===== config.mk =====
export PLATFORM = sky130hd
export DESIGN_NAME = fixed_point_sine_cosine_top
export DESIGN_NICKNAME = d
export VERILOG_FILES = /design/src/rtl/fpsc_pkg.sv /design/src/rtl/fpsc_fold.sv /design/src/rtl/fpsc_poly.sv /design/src/rtl/fixed_point_sine_cosine_top.sv
export SDC_FILE = /design/constraint.sdc
export NUM_CORES = 2
export LEC_CHECK = 0
export BUFFER_PORTS_ARGS = -buffer_cell sky130_fd_sc_hd__buf_4
export CELL_PAD_IN_SITES_DETAIL_PLACEMENT = 0
export CELL_PAD_IN_SITES_GLOBAL_PLACEMENT = 1
export CORE_MARGIN = 2
export CORE_UTILIZATION = 54
export DETAILED_ROUTE_END_ITERATION = 6
export PLACE_DENSITY_LB_ADDON = 0.1
export REMOVE_ABC_BUFFERS = 1
export SLEW_MARGIN = 20
export SYNTH_ARGS = -nofsm -noshare
export SYNTH_HDL_FRONTEND = slang
export SYNTH_HIERARCHICAL = 1
export SYNTH_SLANG_ARGS = --single-unit

===== constraint.sdc =====
create_clock -name i_clk -period 9.9 [get_ports i_clk]
set_clock_uncertainty 0.2 [all_clocks]
set_input_delay 1.485 -clock i_clk [delete_from_list [all_inputs] [get_ports i_clk]]
set_output_delay 1.485 -clock i_clk [all_outputs]
set_load 0.01 [all_outputs]

===== src/rtl/fpsc_pkg.sv =====
`timescale 1ns / 1ps
// ----------------------------------------------------------------------------
// fpsc_pkg
// Widths and polynomial constants for the fixed-point sine and cosine block.
// ----------------------------------------------------------------------------
package fpsc_pkg;

    localparam int ANGLE_W = 14;
    localparam int RES_W   = 14;
    localparam int SQ_W    = 25;
    localparam int SQ_SH   = 24;
    localparam int OUT_SH  = 31;

    localparam logic [ANGLE_W-1:0] QUARTER_TURN = 14'd4096;
    localparam logic [ANGLE_W-1:0] HALF_TURN    = 14'd8192;

    localparam logic [31:0] C1 = 32'd3373259426;
    localparam logic [30:0] C2 = 31'd1377809732;
    localparam logic [27:0] C3 = 28'd152033954;

    localparam int P1_W = 28 + SQ_W;
    localparam int P2_W = 31 + SQ_W;
    localparam int P3_W = 33 + ANGLE_W;

    typedef logic signed [ANGLE_W-1:0] t_z;
    typedef logic [SQ_W-1:0]           t_sq;

endpackage


===== src/rtl/fpsc_fold.sv =====
`timescale 1ns / 1ps
// ----------------------------------------------------------------------------
// fpsc_fold
// Applies the cosine offset when i_mode is high and folds the angle into the
// first or fourth quadrant, registering the signed reduced angle.
// ----------------------------------------------------------------------------
module fpsc_fold
    import fpsc_pkg::*;
(
    input  logic               i_clk,
    input  logic               i_rst_n,
    input  logic               i_vld,
    input  logic [ANGLE_W-1:0] i_angle,
    input  logic               i_mode,
    output logic               o_vld,
    output t_z                 o_z
);

    logic [ANGLE_W-1:0] n_a;
    t_z                 n_z;
    logic               r_vld;
    t_z                 r_z;

    always_comb begin
        n_a = i_mode ? ANGLE_W'(QUARTER_TURN - i_angle) : i_angle;
        if (n_a[ANGLE_W-1] ^ n_a[ANGLE_W-2]) begin
            n_z = t_z'(HALF_TURN - n_a);
        end else begin
            n_z = t_z'(n_a);
        end
    end

    always_ff @(posedge i_clk) begin
        if (!i_rst_n) begin
            r_vld <= 1'b0;
        end else begin
            r_vld <= i_vld;
        end
    end

    always_ff @(posedge i_clk) begin
        r_z <= n_z;
    end

    assign o_vld = r_vld;
    assign o_z   = r_z;

endmodule


===== src/rtl/fpsc_poly.sv =====
`timescale 1ns / 1ps
// ----------------------------------------------------------------------------
// fpsc_poly
// Four-stage multiplier pipeline that evaluates z*(C1 - z^2*(C2 - z^2*C3))
// and leaves the full-precision product in its last stage.
// ----------------------------------------------------------------------------
module fpsc_poly
    import fpsc_pkg::*;
(
    input  logic                   i_clk,
    input  logic                   i_rst_n,
    input  logic                   i_vld,
    input  t_z                     i_z,
    output logic                   o_vld,
    output logic signed [P3_W-1:0] o_prod
);

    logic [3:0]              r_vld;
    t_z                      r2_z;
    t_sq                     r2_sq;
    t_z                      r3_z;
    t_sq                     r3_sq;
    logic [P1_W-1:0]         r3_p1;
    t_z                      r4_z;
    logic [P2_W-1:0]         r4_p2;
    logic signed [P3_W-1:0]  r5_p3;

    logic [SQ_W:0]           n_sq;
    logic [P1_W-1:0]         n_p1;
    logic [30:0]             n_y2;
    logic [P2_W-1:0]         n_p2;
    logic [31:0]             n_y4;
    logic signed [P3_W-1:0]  n_p3;

    always_comb begin
        n_sq = (SQ_W+1)'($signed(i_z) * $signed(i_z));
        n_p1 = P1_W'(C3 * r2_sq);
        n_y2 = C2 - 31'(r3_p1[P1_W-2:SQ_SH]);
        n_p2 = P2_W'(n_y2 * r3_sq);
        n_y4 = C1 - 32'(r4_p2[P2_W-2:SQ_SH]);
        n_p3 = P3_W'($signed({1'b0, n_y4}) * r4_z);
    end

    always_ff @(posedge i_clk) begin
        if (!i_rst_n) begin
            r_vld <= '0;
        end else begin
            r_vld <= {r_vld[2:0], i_vld};
        end
    end

    always_ff @(posedge i_clk) begin
        r2_z  <= i_z;
        r2_sq <= n_sq[SQ_W-1:0];
        r3_z  <= r2_z;
        r3_sq <= r2_sq;
        r3_p1 <= n_p1;
        r4_z  <= r3_z;
        r4_p2 <= n_p2;
        r5_p3 <= n_p3;
    end

    assign o_vld  = r_vld[3];
    assign o_prod = r5_p3;

endmodule


===== src/rtl/fixed_point_sine_cosine_top.sv =====
`timescale 1ns / 1ps
// ----------------------------------------------------------------------------
// fixed_point_sine_cosine_top
// Sine or cosine of a Q12 quarter-turn angle by a fifth-order polynomial.
//
// A word is taken at each rising edge where start is high and busy is low;
// i_angle carries the angle (16384 is a full turn) and i_mode selects sine
// (0) or cosine (1). busy is high only during reset and the cycle after it,
// so one word can be accepted in every cycle.
// Each result appears on o_result, a signed Q12 value from -4096 to 4096,
// for exactly one cycle while o_strobe is high. The receiver cannot hold
// results off, and none is needed since nothing waits inside the block.
// From the accepting edge to the edge that takes the result, a word passes
// through one fold stage, squaring, three polynomial multiply stages that
// each end in a register, and the output register. Throughput is one word
// per cycle. Results leave in the order their words entered.
// Reset clears all valid bits, so no result is presented after reset until
// a new word is accepted.
// ----------------------------------------------------------------------------
module fixed_point_sine_cosine_top
    import fpsc_pkg::*;
(
    input  logic                     i_clk,
    input  logic                     i_rst_n,
    input  logic                     start,
    output logic                     busy,
    input  logic [ANGLE_W-1:0]       i_angle,
    input  logic                     i_mode,
    output logic                     o_strobe,
    output logic signed [RES_W-1:0]  o_result
);

    logic                    w_fold_vld;
    t_z                      w_z;
    logic                    w_poly_vld;
    logic signed [P3_W-1:0]  w_prod;
    logic                    r_busy;
    logic                    r_strobe;
    logic signed [RES_W-1:0] r_result;

    always_ff @(posedge i_clk) begin
        if (!i_rst_n) begin
            r_busy <= 1'b1;
        end else begin
            r_busy <= 1'b0;
        end
    end

    fpsc_fold u_fold (
        .i_clk   (i_clk),
        .i_rst_n (i_rst_n),
        .i_vld   (start && !r_busy),
        .i_angle (i_angle),
        .i_mode  (i_mode),
        .o_vld   (w_fold_vld),
        .o_z     (w_z)
    );

    fpsc_poly u_poly (
        .i_clk   (i_clk),
        .i_rst_n (i_rst_n),
        .i_vld   (w_fold_vld),
        .i_z     (w_z),
        .o_vld   (w_poly_vld),
        .o_prod  (w_prod)
    );

    always_ff @(posedge i_clk) begin
        if (!i_rst_n) begin
            r_strobe <= 1'b0;
        end else begin
            r_strobe <= w_poly_vld;
        end
    end

    always_ff @(posedge i_clk) begin
        r_result <= w_prod[OUT_SH+RES_W-1:OUT_SH];
    end

    assign busy     = r_busy;
    assign o_strobe = r_strobe;
    assign o_result = r_result;

    a_strobe_from_accept: assert property (@(posedge i_clk)
        o_strobe |-> $past(start && !busy, 6))
        else $error("result strobe without a matching accepted word");

    a_result_range: assert property (@(posedge i_clk) disable iff (!i_rst_n)
        o_strobe |-> (o_result >= -14'sd4096 && o_result <= 14'sd4096))
        else $error("result outside the unit range");

    a_busy_after_reset: assert property (@(posedge i_clk)
        (i_rst_n && $past(i_rst_n)) |-> !busy)
        else $error("busy high outside reset");

endmodule

======== Word level (Yosys, flattened, before mapping) ========
Index checks and enable logic that the tools add are counted.
word-level totals
  memory bits (read-only) ................. 0
  memories ................................ 0
  output and inout port bits .............. 16
  memory bits (writable) .................. 0
  bits in latches ......................... 0
  register bits after elaboration ......... 278
operators by class
  magnitude comparators ................... 0
  $mul .................................... 4
  $add $sub $neg .......................... 4
  equal/unequal tests ..................... 0
  reductions and logical operators ........ 2
  shift operators ......................... 0
  bitwise gates (word level) .............. 1
  mux-type cells .......................... 3
  div/mod/pow operators ................... 0
operators by type and width
  kind                                                number
  multiplier 31 x 25 -> 55 bit                        1
  multiplier 27 x 25 -> 51 bit, first input constant  1
  multiplier 33 x 14 -> 45 bit                        1
  subtractor 32 x 31 -> 32 bit, first input constant  1
  subtractor 31 x 28 -> 31 bit, first input constant  1
  two-way mux 14 bit                                  2
  multiplier 14 x 14 -> 25 bit                        1
  subtractor 13 x 14 -> 14 bit, first input constant  1
  subtractor 14 bit, first input constant             1
  logical AND 1 bit                                   1
  zero test 1 bit                                     1
  two-way mux 1 bit                                   1
  XOR 1 bit                                           1

======== Longest topological paths before layout ========
  word-level depth ........................ 4
  depth in mapped cells ................... 37
  depth with buffers taken out ............ 36

======== Hierarchy ========
Netlist, hierarchy kept.
modules (own cells, without submodules)
  module                       instances  area an instance (um^2)  cells each  seq. area each (um^2)
  fpsc_poly                    1          58,208.3                 6,120       3,963.8
  fpsc_fold                    1          1,117.3                  124         300.3
  fixed_point_sine_cosine_top  1          339.1                    19          320.3

======== Worst setup path after synthesis ========
No wires, ideal clock.
  path type ............................... flip-flop to flip-flop
  start point ............................. reg u_poly.r3_p1[24]
  end point ............................... reg u_poly.r4_p2[53]
  setup slack ............................. 1.376 ns
  stages on the path, launching flop included .. 35
  data arrival time ....................... 8.190 ns
  period minus slack after synthesis ...... 8.524 ns
  path through ............................ dfxtp_1 > inv_1 > ha_1 > nand2b_1 > a21boi_1 > o21a_1 > o21ai_1 > a21oi_1 > or2_2 > nand2_1 > xor2_1 > clkbuf_1 > and2_1 > fa_1 > fa_1 > inv_1 > fa_1 > fa_1 > fa_1 > inv_1 > fa_1 > inv_1 > fa_1 > inv_1 > ha_1 > nand4_1 > a2111oi_0 > o211ai_1 > a211oi_2 > o31ai_1 > a21oi_1 > a41oi_1 > o21ai_1 > mux2i_1 > o2111ai_1
on the way
  cells in the longest elaborated chain, start to end .. 2
RTL lines
  element                       line             source
  start, declared               fpsc_poly.sv:23  logic [P1_W-1:0] r3_p1;
  start signal, assigned        fpsc_poly.sv:57  r3_p1 <= n_p1;
  subtractor 31 x 28 -> 31 bit  fpsc_poly.sv:38  n_y2 = C2 - 31'(r3_p1[P1_W-2:SQ_SH]);
  multiplier 31 x 25 -> 55 bit  fpsc_poly.sv:39  n_p2 = P2_W'(n_y2 * r3_sq);
  net u_poly.n_p2[53]           fpsc_poly.sv:31  logic [P2_W-1:0] n_p2;
  end signal, assigned          fpsc_poly.sv:59  r4_p2 <= n_p2;
  end, declared                 fpsc_poly.sv:25  logic [P2_W-1:0] r4_p2;
The timed path passes the listed nets, and every way through them passes these cells.
A chain may end at the register's enable or synchronous reset.

======== Worst setup path after layout ========
  start point ............................. reg u_poly.r3_p1[28]
  end point ............................... reg u_poly.r4_p2[53]
Same word-level chain as after synthesis.

==> reports/qor.txt <==
die outline width: 333 um
CP max FO: 15
Hold Crit Class: flop to flop
routing layer with the top usage in global route: met2
CTS tree: done
WHS Endpoint: u_poly/r4_z[13]
critical path's slowest cell: sky130_fd_sc_hd__fa_1
routed vias/inst: 5.15
startpoint kind of the worst setup timing path: flop
post-route clock period utilization: 93.5%
crit-path max cell delay: 0.55 ns
Synth Cell Area: 58,300 sq um
antenna violations before repair: 3
path type of the worst setup path: flop to flop
number of optimization iterations in the first detailed-route pass: 5
post-synthesis instance total: 6,131
number of endpoints failing setup at the final stage: 0
Port-buffer cells: 33
I/O pins: 34
Initial Utilization: 54.5%
number of DRC markers in iteration 0: 1,950
antenna diode count: 0
Vias: 38,800
CP most frequent cell: sky130_fd_sc_hd__fa_1
minimum setup slack among reg-to-reg paths: 0.64 ns
Worst Reg-to-Reg Cells: 33
capture point of the worst reg-to-reg path: u_poly/r4_p2[53]
Reg-to-Reg Start: u_poly/r3_p1[28]
htree depth: 4
Max-cap violations: 0
worst hold path depth: 0
fraction of final layout cells with drive strength greater than 1: 4.74%
Num CTS Buffers: 17
detailed-route DRC error count: 0
# fillers: 9,632
total cell area at the placement stage: 60,800 sq um
die outline area: 111,000 sq um
worst-margin pin slew: 1.06 ns
core area: 107,000 sq um
clock-pin slew of the registers on the worst-case setup and hold paths: 0.09 ns
# rows: 120
Detail Placement HPWL: 115,000 um
required time worst endpoint: 10.09 ns
clk_lat worst skew: 0.53 ns
buffers from clock root to sink, at most: 2
antenna-violating nets left: 0
final RePlAce weighted congestion: 0.856
highest achievable clock rate: 0.108 GHz
met2 Resource Use GR: 43.4%
number of buffer and inverter instances along the worst setup path: 6
HP Start: u_poly/r3_z[13]
root buf cell: sky130_fd_sc_hd__clkbuf_16
signed area change from the synthesized netlist to the final layout: 5.45%
number of synthesis warnings: 6
met3 global-route usage: 2.84%
count of clock tree sinks: 196
met1 Usage GRT: 38.1%
Final Hold Fails: 0
Total Routed Length: 135,000 um
Final Max Slew Viols: 0
CP Data Arrival Time: 9.45 ns
total routing usage reported by global routing: 26.3%
hold buffer count at cts: 0
type of destination of the critical path: flop
gr ovfl total: 0
Tmin final: 9.26 ns
global-route wire length before repair: 229,000 um
largest net degree at the start of global routing: 33
Fin Setup TNS: 0 ns
via count of the first global-routing pass: 43,100
final design area excluding fillers: 61,500 sq um
Slew HR: 29.3%
outcome: complete, no violations
mean area per synthesized cell: 9.51 sq um
Routed WL per cell: 17.9 um
critical path's top delay family: adder cells
Post-layout nets: 8,157
Die Ht: 333 um
## cell usage in the layout (no fill, tap or decap), types with 26 or more instances in the layout
cell type                     n
sky130_fd_sc_hd__a21oi_1     99
sky130_fd_sc_hd__buf_4      172
sky130_fd_sc_hd__nand3_1     30
sky130_fd_sc_hd__o21ai_0     41
sky130_fd_sc_hd__and2_1     613
sky130_fd_sc_hd__xor2_1      55
sky130_fd_sc_hd__dfxtp_1    194
sky130_fd_sc_hd__a21o_1      45
sky130_fd_sc_hd__ha_1       637
sky130_fd_sc_hd__nand2b_1    35
sky130_fd_sc_hd__fa_1      1376
sky130_fd_sc_hd__xnor2_1    100
sky130_fd_sc_hd__inv_1     1586
sky130_fd_sc_hd__nor2_1     115
sky130_fd_sc_hd__nand2_1    645
sky130_fd_sc_hd__nor3_1      29
sky130_fd_sc_hd__nor2b_1     26
sky130_fd_sc_hd__conb_1      33
## metal layers
| layer | wire length (um) | vias up |
|---|---|---|
| met5 | 0 | - |
| met4 | 1830 | 0 |
| met3 | 6040 | 95 |
| met2 | 63400 | 735 |
| met1 | 63800 | 20200 |
| li1 | - | 17900 |
## sequential cells by signal, indices dropped and copies added, names as in the netlist, 14 cells and up
name and cells:
o_result 14, u_poly/o_prod 14, u_poly/r3_p1 28, u_poly/r4_z 14, u_poly/r3_sq 24, u_poly/r2_sq 24, u_fold/o_z 14, u_poly/r4_p2 31
## per-stage QoR
stage	hold WS, ns	cells	util, %	setup WS, ns
2_1_floorplan	0.110	5934	-	0.830
3_3_place_gp	0.110	7505	56.8	-0.110
3_5_place_dp	0.112	7505	56.8	-0.228
4_1_cts	0.132	7537	57.4	0.132
5_1_grt	0.137	7542	57.4	-0.0331
6_report	0.128	7542	57.4	0.641
## layout make-up
type                            instances  area (sq um)  area share [%]
Clock inverter                         14           185           0.301
Sequential cell                       196          3930            6.39
Timing Repair Buffer                  173          1310            2.13
Tap cell                             1403          1760            2.85
Multi-Input combinational cell       4152         47900            77.9
Inverter                             1586          5950            9.68
Clock buffer                           18           429           0.698
## how the worst max path moves through the flow
stage | from | slack [ns] | depth (start not counted) | to
floorplan | u_poly/r3_p1[24] | 0.83 | 33 | u_poly/r4_p2[53]
finish | u_poly/r3_p1[28] | 0.64 | 33 | u_poly/r4_p2[53]
global route | u_poly/r3_p1[28] | -0.03 | 33 | u_poly/r4_p2[53]
global placement | u_poly/r3_p1[28] | -0.11 | 33 | u_poly/r4_p2[53]
CTS | u_poly/r3_p1[24] | 0.13 | 35 | u_poly/r4_p2[53]
detailed placement | u_poly/r3_p1[28] | -0.23 | 33 | u_poly/r4_p2[53]
## what timing repair did
action / in CTS / in global routing
buffers inserted: 0 / 5
endpoints found under the setup margin: 6 / 10
pin swaps: 0 / 1
resized for setup: 2 / 7
hold endpoints to repair: 0 / 0
Power is not shown: default switching activity piles up to over one toggle a cycle in this logic, so the estimate is an artifact.
